$ cat config.mk
export PLATFORM = sky130hd
export DESIGN_NAME = circular_deque_core
export DESIGN_NICKNAME = d
export VERILOG_FILES = /design/src/rtl/cdq_pkg.sv /design/src/rtl/cdq_ctrl.sv /design/src/rtl/cdq_dpath.sv /design/src/rtl/circular_deque_core.sv
export SDC_FILE = /design/constraint.sdc
export NUM_CORES = 1
export LEC_CHECK = 0
export ABC_CLOCK_PERIOD_IN_PS = 6800
export BUFFER_PORTS_ARGS = -buffer_cell sky130_fd_sc_hd__buf_2
export CORE_MARGIN = 3
export CORE_UTILIZATION = 61
export DETAILED_ROUTE_END_ITERATION = 6
export PLACE_DENSITY_LB_ADDON = 0.25
export SETUP_SLACK_MARGIN = 0.1
export SKIP_LAST_GASP = 1
export SYNTH_ARGS = -nofsm -noshare
export SYNTH_HDL_FRONTEND = slang
export SYNTH_SLANG_ARGS = --single-unit
export TNS_END_PERCENT = 30
$ cat constraint.sdc
create_clock -name clk_i -period 6.8 [get_ports clk_i]
set_input_delay 0.68 -clock clk_i [delete_from_list [all_inputs] [get_ports clk_i]]
set_output_delay 0.68 -clock clk_i [all_outputs]
set_load 0.02 [all_outputs]
$ cat src/rtl/cdq_pkg.sv
// cdq_pkg: shared types and codes for the circular deque core.
// Used by cdq_ctrl, cdq_dpath and circular_deque_core; depends on nothing.
`default_nettype none

package cdq_pkg;

  localparam int WORD_W   = 32;
  localparam int FUNC_W   = 2;
  localparam int STATUS_W = 2;
  localparam int OCC_W    = 4;
  localparam int IN_W     = 40;  // func + value, padded to whole bytes
  localparam int OUT_W    = 40;  // status + popped + occupancy, padded

  localparam logic [FUNC_W-1:0] FUNC_PUSH_FRONT = 2'd0;
  localparam logic [FUNC_W-1:0] FUNC_PUSH_REAR  = 2'd1;
  localparam logic [FUNC_W-1:0] FUNC_POP_FRONT  = 2'd2;
  localparam logic [FUNC_W-1:0] FUNC_POP_REAR   = 2'd3;

  localparam logic [STATUS_W-1:0] STATUS_DONE      = 2'd0;
  localparam logic [STATUS_W-1:0] STATUS_OVERFLOW  = 2'd1;
  localparam logic [STATUS_W-1:0] STATUS_UNDERFLOW = 2'd2;

  // Commands from the controller to the datapath.
  typedef struct packed {
    logic load;  // capture the accepted beat
    logic exec;  // run the captured operation
  } cdq_cmd_t;

endpackage

`default_nettype wire

$ cat src/rtl/cdq_ctrl.sv
// cdq_ctrl: handshake sequencer of the circular deque core.
// Steps each beat through capture, execute and result hold; uses cdq_pkg.
`default_nettype none

module cdq_ctrl (
  input  wire logic              clk_i,
  input  wire logic              rst_ni,
  input  wire logic              in_valid_i,
  output logic                   in_ready_o,
  output logic                   out_valid_o,
  input  wire logic              out_ready_i,
  output cdq_pkg::cdq_cmd_t      cmd_o
);

  localparam logic [1:0] StIdle = 2'd0;
  localparam logic [1:0] StExec = 2'd1;
  localparam logic [1:0] StOut  = 2'd2;

  logic [1:0] state_q, state_d;

  assign in_ready_o  = (state_q == StIdle);
  assign out_valid_o = (state_q == StOut);
  assign cmd_o.load  = in_valid_i && (state_q == StIdle);
  assign cmd_o.exec  = (state_q == StExec);

  always_comb begin
    state_d = state_q;
    case (state_q)
      StIdle: begin
        if (in_valid_i) state_d = StExec;
      end
      StExec: begin
        state_d = StOut;
      end
      StOut: begin
        // hold the result until the sink takes it
        if (out_ready_i) state_d = StIdle;
      end
      default: begin
        state_d = StIdle;
      end
    endcase
  end

  always_ff @(posedge clk_i or negedge rst_ni) begin
    if (!rst_ni) begin
      state_q <= StIdle;
    end else begin
      state_q <= state_d;
    end
  end

endmodule

`default_nettype wire

$ cat src/rtl/cdq_dpath.sv
// cdq_dpath: slot memory, head/tail pointers, fill count and result registers.
// Driven by cdq_ctrl commands; uses cdq_pkg.
`default_nettype none

module cdq_dpath #(
  parameter int DEPTH = 8
) (
  input  wire logic                                clk_i,
  input  wire logic                                rst_ni,
  input  wire cdq_pkg::cdq_cmd_t                   cmd_i,
  input  wire logic [cdq_pkg::FUNC_W-1:0]          func_i,
  input  wire logic signed [cdq_pkg::WORD_W-1:0]   value_i,
  output logic [cdq_pkg::STATUS_W-1:0]             status_o,
  output logic signed [cdq_pkg::WORD_W-1:0]        popped_o,
  output logic [cdq_pkg::OCC_W-1:0]                occupancy_o
);

  localparam int PtrW  = (DEPTH > 1) ? $clog2(DEPTH) : 1;
  localparam int CntW  = $clog2(DEPTH + 1);
  localparam int WordW = cdq_pkg::WORD_W;
  localparam int OccW  = cdq_pkg::OCC_W;
  localparam logic [PtrW-1:0] PtrLast = PtrW'(DEPTH - 1);
  localparam logic [CntW-1:0] CntFull = CntW'(DEPTH);

  logic [cdq_pkg::FUNC_W-1:0] func_q;
  logic [WordW-1:0]           value_q;
  logic [WordW-1:0]           mem_q [DEPTH];
  logic [WordW-1:0]           rdata_q;
  logic [PtrW-1:0]            head_q, head_d, tail_q, tail_d;
  logic [CntW-1:0]            count_q, count_d;
  logic [cdq_pkg::STATUS_W-1:0] status_q, status_d;
  logic                       popped_ok_q, popped_ok_d;
  logic [OccW-1:0]            occ_q;

  logic            is_push, is_empty, is_full;
  logic            wr_en;
  logic [PtrW-1:0] wr_addr, rd_addr;
  logic [PtrW-1:0] head_prev, head_next, tail_prev, tail_next;

  assign is_push  = (func_q == cdq_pkg::FUNC_PUSH_FRONT) ||
                    (func_q == cdq_pkg::FUNC_PUSH_REAR);
  assign is_empty = (count_q == '0);
  assign is_full  = (count_q == CntFull);

  assign head_prev = (head_q == '0) ? PtrLast : head_q - 1'b1;
  assign head_next = (head_q == PtrLast) ? '0 : head_q + 1'b1;
  assign tail_prev = (tail_q == '0) ? PtrLast : tail_q - 1'b1;
  assign tail_next = (tail_q == PtrLast) ? '0 : tail_q + 1'b1;

  assign rd_addr = (func_q == cdq_pkg::FUNC_POP_FRONT) ? head_q : tail_q;

  always_comb begin
    head_d      = head_q;
    tail_d      = tail_q;
    count_d     = count_q;
    status_d    = cdq_pkg::STATUS_DONE;
    popped_ok_d = 1'b0;
    wr_en       = 1'b0;
    wr_addr     = '0;
    if (is_push) begin
      if (is_full) begin
        status_d = cdq_pkg::STATUS_OVERFLOW;
      end else begin
        wr_en   = 1'b1;
        count_d = count_q + 1'b1;
        if (is_empty) begin
          // restart both pointers at slot zero
          head_d  = '0;
          tail_d  = '0;
          wr_addr = '0;
        end else if (func_q == cdq_pkg::FUNC_PUSH_FRONT) begin
          head_d  = head_prev;
          wr_addr = head_prev;
        end else begin
          tail_d  = tail_next;
          wr_addr = tail_next;
        end
      end
    end else begin
      if (is_empty) begin
        status_d = cdq_pkg::STATUS_UNDERFLOW;
      end else begin
        popped_ok_d = 1'b1;
        count_d     = count_q - 1'b1;
        // last word out leaves the pointers where they are
        if (head_q != tail_q) begin
          if (func_q == cdq_pkg::FUNC_POP_FRONT) begin
            head_d = head_next;
          end else begin
            tail_d = tail_prev;
          end
        end
      end
    end
  end

  always_ff @(posedge clk_i) begin
    if (cmd_i.load) begin
      func_q  <= func_i;
      value_q <= value_i;
    end
  end

  always_ff @(posedge clk_i) begin
    if (cmd_i.exec && wr_en) begin
      mem_q[wr_addr] <= value_q;
    end
  end

  always_ff @(posedge clk_i) begin
    if (cmd_i.exec) begin
      rdata_q <= mem_q[rd_addr];
      occ_q   <= OccW'(count_d);
    end
  end

  always_ff @(posedge clk_i or negedge rst_ni) begin
    if (!rst_ni) begin
      head_q      <= '0;
      tail_q      <= '0;
      count_q     <= '0;
      status_q    <= cdq_pkg::STATUS_DONE;
      popped_ok_q <= 1'b0;
    end else if (cmd_i.exec) begin
      head_q      <= head_d;
      tail_q      <= tail_d;
      count_q     <= count_d;
      status_q    <= status_d;
      popped_ok_q <= popped_ok_d;
    end
  end

  assign status_o    = status_q;
  assign popped_o    = popped_ok_q ? rdata_q : '0;
  assign occupancy_o = occ_q;

endmodule

`default_nettype wire

$ cat src/rtl/circular_deque_core.sv
// circular_deque_core: double-ended queue of 32-bit words in a circular buffer.
// Instantiates cdq_ctrl and cdq_dpath; uses cdq_pkg.
//
//   channel  | direction | beat contents (lowest bits first)
//   s_axis   | in        | tdata: func[1:0], value[33:2], zero pad[39:34]
//   m_axis   | out       | tdata: status[1:0], popped[33:2], occupancy[37:34], pad
//
// Each beat steps through capture, execute (one slot write or one
// registered slot read plus pointer update), then the result is held.
// One beat is in flight at a time; s_axis_tready is low until the result
// beat leaves, and a stalled m_axis holds its result unchanged.
// Reset empties the deque; slot contents are not cleared, and a popped word
// is only returned from a slot that was written.
`default_nettype none

module circular_deque_core #(
  parameter int DEPTH = 8
) (
  input  wire logic                         clk_i,
  input  wire logic                         rst_ni,
  input  wire logic                         s_axis_tvalid,
  output logic                              s_axis_tready,
  input  wire logic [cdq_pkg::IN_W-1:0]     s_axis_tdata,   // func, value
  output logic                              m_axis_tvalid,
  input  wire logic                         m_axis_tready,
  output logic [cdq_pkg::OUT_W-1:0]         m_axis_tdata    // status, popped, occupancy
);

  cdq_pkg::cdq_cmd_t                   cmd;
  logic [cdq_pkg::STATUS_W-1:0]        status;
  logic signed [cdq_pkg::WORD_W-1:0]   popped;
  logic [cdq_pkg::OCC_W-1:0]           occupancy;

  cdq_ctrl u_ctrl (
    .clk_i       (clk_i),
    .rst_ni      (rst_ni),
    .in_valid_i  (s_axis_tvalid),
    .in_ready_o  (s_axis_tready),
    .out_valid_o (m_axis_tvalid),
    .out_ready_i (m_axis_tready),
    .cmd_o       (cmd)
  );

  cdq_dpath #(
    .DEPTH (DEPTH)
  ) u_dpath (
    .clk_i       (clk_i),
    .rst_ni      (rst_ni),
    .cmd_i       (cmd),
    .func_i      (s_axis_tdata[1:0]),
    .value_i     (s_axis_tdata[33:2]),
    .status_o    (status),
    .popped_o    (popped),
    .occupancy_o (occupancy)
  );

  assign m_axis_tdata = {2'b00, occupancy, popped, status};

  // No new beat is taken while a result is pending.
  a_one_in_flight: assert property (@(posedge clk_i) disable iff (!rst_ni)
    !(s_axis_tready && m_axis_tvalid))
    else $error("input taken while a result is pending");

  // A taken beat passes through the execute state, then its result is presented.
  a_result_timing: assert property (@(posedge clk_i) disable iff (!rst_ni)
    (s_axis_tvalid && s_axis_tready) |=> ##1 m_axis_tvalid)
    else $error("result not presented after execute");

  // Failed operations return no word.
  a_fail_no_word: assert property (@(posedge clk_i) disable iff (!rst_ni)
    (m_axis_tvalid && (status == cdq_pkg::STATUS_UNDERFLOW ||
                       status == cdq_pkg::STATUS_OVERFLOW)) |-> (popped == '0))
    else $error("word returned by a failed operation");

endmodule

`default_nettype wire
-- Word-level counts from Yosys, hierarchy flattened
Memories as Yosys holds them, arrays and structs flattened. A register that Yosys moved wholly into a read port is not among the register bits.
Index checks and enable logic that the tools add are counted.
- output and inout port bits: 42
- bits in registers: 53
- RAM bits: 256
- logic and storage cells: 83
- memories kept: 1
- input port bits: 44
- memories (name ; depth ; bits a word ; read ports ; clocked after memory_dff ; write ports ; RTL line ; text):
    u_dpath.mem_q ; 8 ; 32 ; 1 ; 1 ; 1 ; cdq_dpath.sv:27 ; logic [WordW-1:0] mem_q [DEPTH];
- muxes and demuxes: 39
- $add $sub $neg: 6
- reductions and logical operators: 13
- eq/ne operators: 15
- operator list (kind ; count):
    2-to-1 mux 3 bit ; 23
    2-to-1 mux 32 bit ; 1
    2-to-1 mux 4 bit ; 3
    AND reduction 6 bit ; 2
    2-to-1 mux 2 bit ; 4
    2-to-1 mux 1 bit ; 7
    adder 3 x 1 -> 3 bit (second input constant) ; 2
    equality test 3 bit (second input constant) ; 2
    zero test 3 bit ; 2
    inequality test 2 x 1 -> 1 bit (second input constant) ; 3
    inequality test 3 bit (second input constant) ; 2
    case mux 2 bit (3 select lines) ; 1
    subtractor 3 x 1 -> 3 bit (second input constant) ; 2
    adder 4 x 1 -> 4 bit (second input constant) ; 1
    equality test 2 x 1 -> 1 bit (second input constant) ; 2
    equality test 2 bit (second input constant) ; 2
    equality test 4 bit (second input constant) ; 1
    zero test 2 bit ; 2
    zero test 4 bit ; 1
    inequality test 2 bit (second input constant) ; 2
    nonzero test 2 bit ; 2
    subtractor 4 x 1 -> 4 bit (second input constant) ; 1
    inequality test 3 bit ; 1
    logical AND 1 bit ; 2
    2 further kinds ; 2

-- Depth between registers and ports, before layout
- depth after elaboration: 6
- mapped depth: 8
- depth with buffers taken out: 6

-- Modules after synthesis
From an unflattened synthesis, not the netlist that was laid out.
- cells, all modules: 1022
- area, all modules: 14584.0 µm²
- by module, submodules not included (module ; instances ; area each (µm²) ; cells each ; sequential area each (µm²)):
    cdq_dpath ; 1 ; 14475.1 ; 1010 ; 10114.7
    cdq_ctrl ; 1 ; 90.1 ; 9 ; 50.0
    circular_deque_core ; 1 ; 18.8 ; 3 ; 0.0

-- Worst setup path after synthesis
Ideal clock, no wire load.
- path kind: register to register
- from: register u_dpath.tail_q[0]
- to: memory u_dpath.mem_q[0][0] (netlist name) (enable)
- arrival: 4.874 ns
- path buffers: 3
- stages on the path, launching flop included: 9
- slack: 1.425 ns
- cell sequence: dfrtp_1 -> buf_2 -> clkbuf_1 -> clkbuf_1 -> inv_1 -> ha_1 -> a31oi_1 -> a31oi_1 -> nor4_1
- word-level cells in the longest chain between the ends: 6
- ends and longest elaborated chain (element ; RTL line ; text):
    start, declared ; cdq_dpath.sv:29 ; logic [PtrW-1:0] head_q, head_d, tail_q, tail_d;
    start signal, assigned ; cdq_dpath.sv:126 ; tail_q <= tail_d;
    adder 3 x 1 -> 3 bit / equality test 3 bit (equally long branches) ; cdq_dpath.sv:48 ; assign tail_next = (tail_q == PtrLast) ? '0 : tail_q + 1'b1;
    2-to-1 mux 3 bit (*) ; cdq_dpath.sv:48 ;
    2-to-1 mux 3 bit (*) ; cdq_dpath.sv:71 ; end else if (func_q == cdq_pkg::FUNC_PUSH_FRONT) begin
    2-to-1 mux 3 bit (*) ; cdq_dpath.sv:66 ; if (is_empty) begin
    2-to-1 mux 3 bit (*) ; cdq_dpath.sv:61 ; if (is_full) begin
    2-to-1 mux 3 bit (*) ; cdq_dpath.sv:60 ; if (is_push) begin
    end, declared ; cdq_dpath.sv:27 ;
Every way passes the cells marked *; elsewhere a longest branch is shown, timed or not.

-- Worst setup path after layout
- from: register u_dpath.func_q[0] (netlist name)
- to: register u_dpath.rdata_q[15] (read register of u_dpath.mem_q), data pin
- word-level cells in the longest chain between the ends: 2
- ends and longest elaborated chain (element ; RTL line ; text):
    start, declared ; cdq_dpath.sv:25 ; logic [cdq_pkg::FUNC_W-1:0] func_q;
    start signal, assigned ; cdq_dpath.sv:99 ; func_q <= func_i;
    equality test 2 bit ; cdq_dpath.sv:50 ; assign rd_addr = (func_q == cdq_pkg::FUNC_POP_FRONT) ? head_q : tail_q;
    2-to-1 mux 3 bit ; cdq_dpath.sv:50 ;
    end, declared ; cdq_dpath.sv:28 ; logic [WordW-1:0] rdata_q;
Every way passes these cells.
A chain may end at the register's enable or synchronous reset.

==> impl_results.md <==
* IR drop worst, VDD at 256 uV
* Largest fanout on the critical path at 108
* Met2 routing resource usage after global routing at 0.388
* Initial core utilization at 0.631
* Largest net degree at the start of global routing at 109
* CTS Buf Count at 35
* Maximum root-to-sink buffer count at 3
* Number of sinks handled by clock tree synthesis at 341
* Final number of max-transition violations at 0
* Required time of the critical path at 7.13 ns
* Met1 track utilization from global routing at 0.338
* Met3 Use GR at 0.0423
* Clock network latency to the later pin of the worst-skew pair at 0.52 ns
* Number of I/O port buffers at 77
* Drc violations at 0
* Routed WL per cell at 22.1 um
* Post-CTS Setup Bufs at 0
* Overall power at 6540 uW
* Synthesized instance count at 1009
* Maximum clock rate at 288 MHz
* Total leakage power at 0.00562 uW
* YS warnings at 0
* Layer with the highest usage: met2
* Die span in x at 160 um
* Number of global-route vias before repair at 8571
* Setup repair after global routing missed its margin: no
* Sequential element share of the synthesized area at 0.701
* Die Ht at 160 um
* Antenna cell count at 0
* CTS tree: built
* Crit share post-route at 0.510
* Area growth from synthesis to final layout at 11.1%
* Beginning of the worst register-to-register path: u_dpath.func_q[0]$_DFFE_PP_
* Time the worst path needs with I/O delays and setup at 3.47 ns
* Final Hold Fails at 0
* Num ports at 86
* Post-synthesis async set-or-reset flop share at 0.0440
* CTS H-tree lvls at 2
* Type of origin of the critical path: flop
* HPWL after DPL at 15.2 mm
* Antenna violations before repair at 0
* Accumulated negative setup slack at 0 ns
* Data arrival time of the critical path at 3.80 ns
* Kind of critical path: reg -> reg
* Number of routed nets with antenna violations at 0
* Die area at 25700 um2
* Remaining max-slew budget at the tightest pin at 0.193
* Number of gates resized after cts at 0
* Routability Congestion at 0.821
* Setup clock skew after layout at 0.0161 ns
* Total congestion overflow after global routing at 0
* Global-route wire length before repair at 48.2 mm
* Final setup viols at 0
* Register-to-register path setup slack at 3.33 ns
* Count of distinct cell types in the synthesized netlist at 58
* Status: finished clean
* Pin slew with the least headroom to its limit at 1.21 ns
* Dominant register cell in the synthesized netlist: edfxtp_1
* Power density of the placed cells at 406 nW/um2
* Total vias in the final route at 8682
* Number of max-capacitance violations reported at 0
* Sort of element at the end of the critical path: flop
* Number of placement rows at 55
* Filler Cells Inserted at 1549
* Core Footprint at 23000 um2
* Fraction of final layout cells with drive strength greater than 1 at 0.175
* Classification of the worst-slack hold path: in -> async
* Count of flip-flops with a built-in enable after synthesis at 326
* 1st-pass router iterations at 4
* Post-Synthesis Cell Area at 14500 um2
* RR Endpoint: u_dpath.rdata_q[15]$_DFFE_PN_
* Wire length after detailed routing at 30.9 mm
* Clock input transition at the sequential cells of the worst setup and hold paths at 0.06 ns
* Flop and latch count out of synthesis at 341
* First-iteration detailed-routing DRC count at 910
* Synthesized area divided by synthesized cell count at 14.4 um2
* Average via count per standard cell at 6.21
* Cell at the root of the clock tree: clkbuf_16
* Number of nets in the final layout at 1114
* Cells on worst reg2reg path at 5
* Cts hold-fix bufs at 0
* Global-route usage over all layers at 0.242
[cells by family after synthesis]
kind of cell | synth area share
buffers and inverters | 0.0670
xor gates and xnor gates | 0.00362
DFF | 0.701
AOI/OAI and AO/OA | 0.161
other | 0.000259
adders and majority gates | 0.00863
muxes | 0.00449
and+or+nand+nor | 0.0541
[through the flow]
stage               cells  hold WS (ns)  cell area [um2]  setup slack (ns)  utilization
floorplan            1010         0.384            14500              1.42            -
global placement     1336         0.459            15100              3.32        0.657
detailed placement   1336         0.467            15100              3.34        0.657
CTS                  1397        0.0833            16100              3.32        0.701
global route         1397        0.0966            16100              3.05        0.701
finish               1397        0.0873            16100              3.33        0.701
[layout by cell type, fill, tap and decap left out, types with 8 or more instances in the layout]
cell / count
nor4_1: 28
buf_2: 77
and2_1: 33
nand2_1: 10
ha_1: 10
clkbuf_16: 36
dfrtp_1: 14
a211oi_2: 23
a211oi_1: 235
clkbuf_1: 11
clkinv_1: 8
inv_1: 140
buf_4: 20
edfxtp_1: 326
[worst max-delay path by stage]
stage	from	end	slack, ns	cells past startpoint
3_3_place_gp	u_dpath.func_q[0]$_DFFE_PP_	u_dpath.rdata_q[15]$_DFFE_PN_	3.32	5
3_5_place_dp	u_dpath.func_q[0]$_DFFE_PP_	u_dpath.rdata_q[15]$_DFFE_PN_	3.34	5
4_1_cts	u_dpath.func_q[0]$_DFFE_PP_	u_dpath.rdata_q[15]$_DFFE_PN_	3.32	5
6_report	u_dpath.func_q[0]$_DFFE_PP_	u_dpath.rdata_q[15]$_DFFE_PN_	3.33	5
2_1_floorplan	u_dpath.tail_q[0]$_DFFE_PN0P_	u_dpath.mem_q[0][0]$_DFFE_PP_	1.42	8
5_1_grt	u_dpath.func_q[0]$_DFFE_PP_	u_dpath.rdata_q[15]$_DFFE_PN_	3.05	5
[cells in the mapped netlist (2+ instances only)]
master / number / area share
nor3_1: 2 / 0.00069
clkbuf_1: 26 / 0.0067
nand2b_1: 5 / 0.0022
o211ai_1: 2 / 0.0010
nor2_1: 12 / 0.0031
inv_1: 141 / 0.036
mux2_2: 4 / 0.0031
nor4_2: 5 / 0.0043
xnor2_1: 6 / 0.0036
a31oi_1: 6 / 0.0026
buf_2: 42 / 0.014
a211o_1: 2 / 0.0012
nor2b_1: 4 / 0.0017
buf_6: 9 / 0.0070
nand2_1: 10 / 0.0026
a211oi_2: 23 / 0.020
a31oi_2: 2 / 0.0017
nor3b_1: 2 / 0.0010
o31ai_1: 2 / 0.0010
dfrtp_1: 15 / 0.026
nor4_1: 30 / 0.013
edfxtp_1: 326 / 0.67
nand3_1: 7 / 0.0024
and2_1: 34 / 0.015
o21ai_0: 6 / 0.0021
mux2i_1: 2 / 0.0014
buf_1: 5 / 0.0013
buf_4: 2 / 0.0010
nor4bb_1: 2 / 0.0014
a211oi_1: 235 / 0.12
and3_1: 2 / 0.00086
ha_1: 10 / 0.0086
a21oi_1: 3 / 0.0010
[power by group]
part	leakage (uW)	internal, uW	total, uW	switching [uW]
Sequential	0.00314	2710	2930	215
Clock	0.000496	974	1720	748
Combinational	0.00198	621	1880	1260
[registers in the layout, indices dropped and copies added, names as in the netlist]
signal / cells
u_dpath.mem_q: 256
u_dpath.status_o: 2
u_dpath.occupancy_o: 4
u_dpath.rdata_q: 32
u_dpath.func_q: 2
u_dpath.popped_ok_q: 1
u_dpath.count_q: 4
u_dpath.head_q: 3
u_dpath.value_q: 32
u_dpath.tail_q: 3
u_ctrl.state_q: 2
[metal layers]
layer	share of wire	up-vias
li1	-	3987
met1	0.42	4273
met2	0.48	351
met3	0.065	71
met4	0.030	0
met5	0	-
[critical path, cell delays in order, from the launching register on]
cell and delay [ns]:
edfxtp_1 0.72, nand2b_4 0.73, a21o_4 0.97, buf_4 0.40, a211oi_1 0.12, nor4_1 0.29
[area by class of cell]
class | instances | area [um2] | share of cell area
Inverter | 141 | 529 | 0.0328
Timing Repair Buffer | 97 | 536 | 0.0332
Multi-Input combinational cell | 444 | 3470 | 0.216
Sequential cell | 341 | 10200 | 0.631
Tap cell | 313 | 392 | 0.0243
Clock inverter | 14 | 75.1 | 0.00466
Clock buffer | 47 | 942 | 0.0585
No activity file was read; power rests on OpenSTA's default activity.
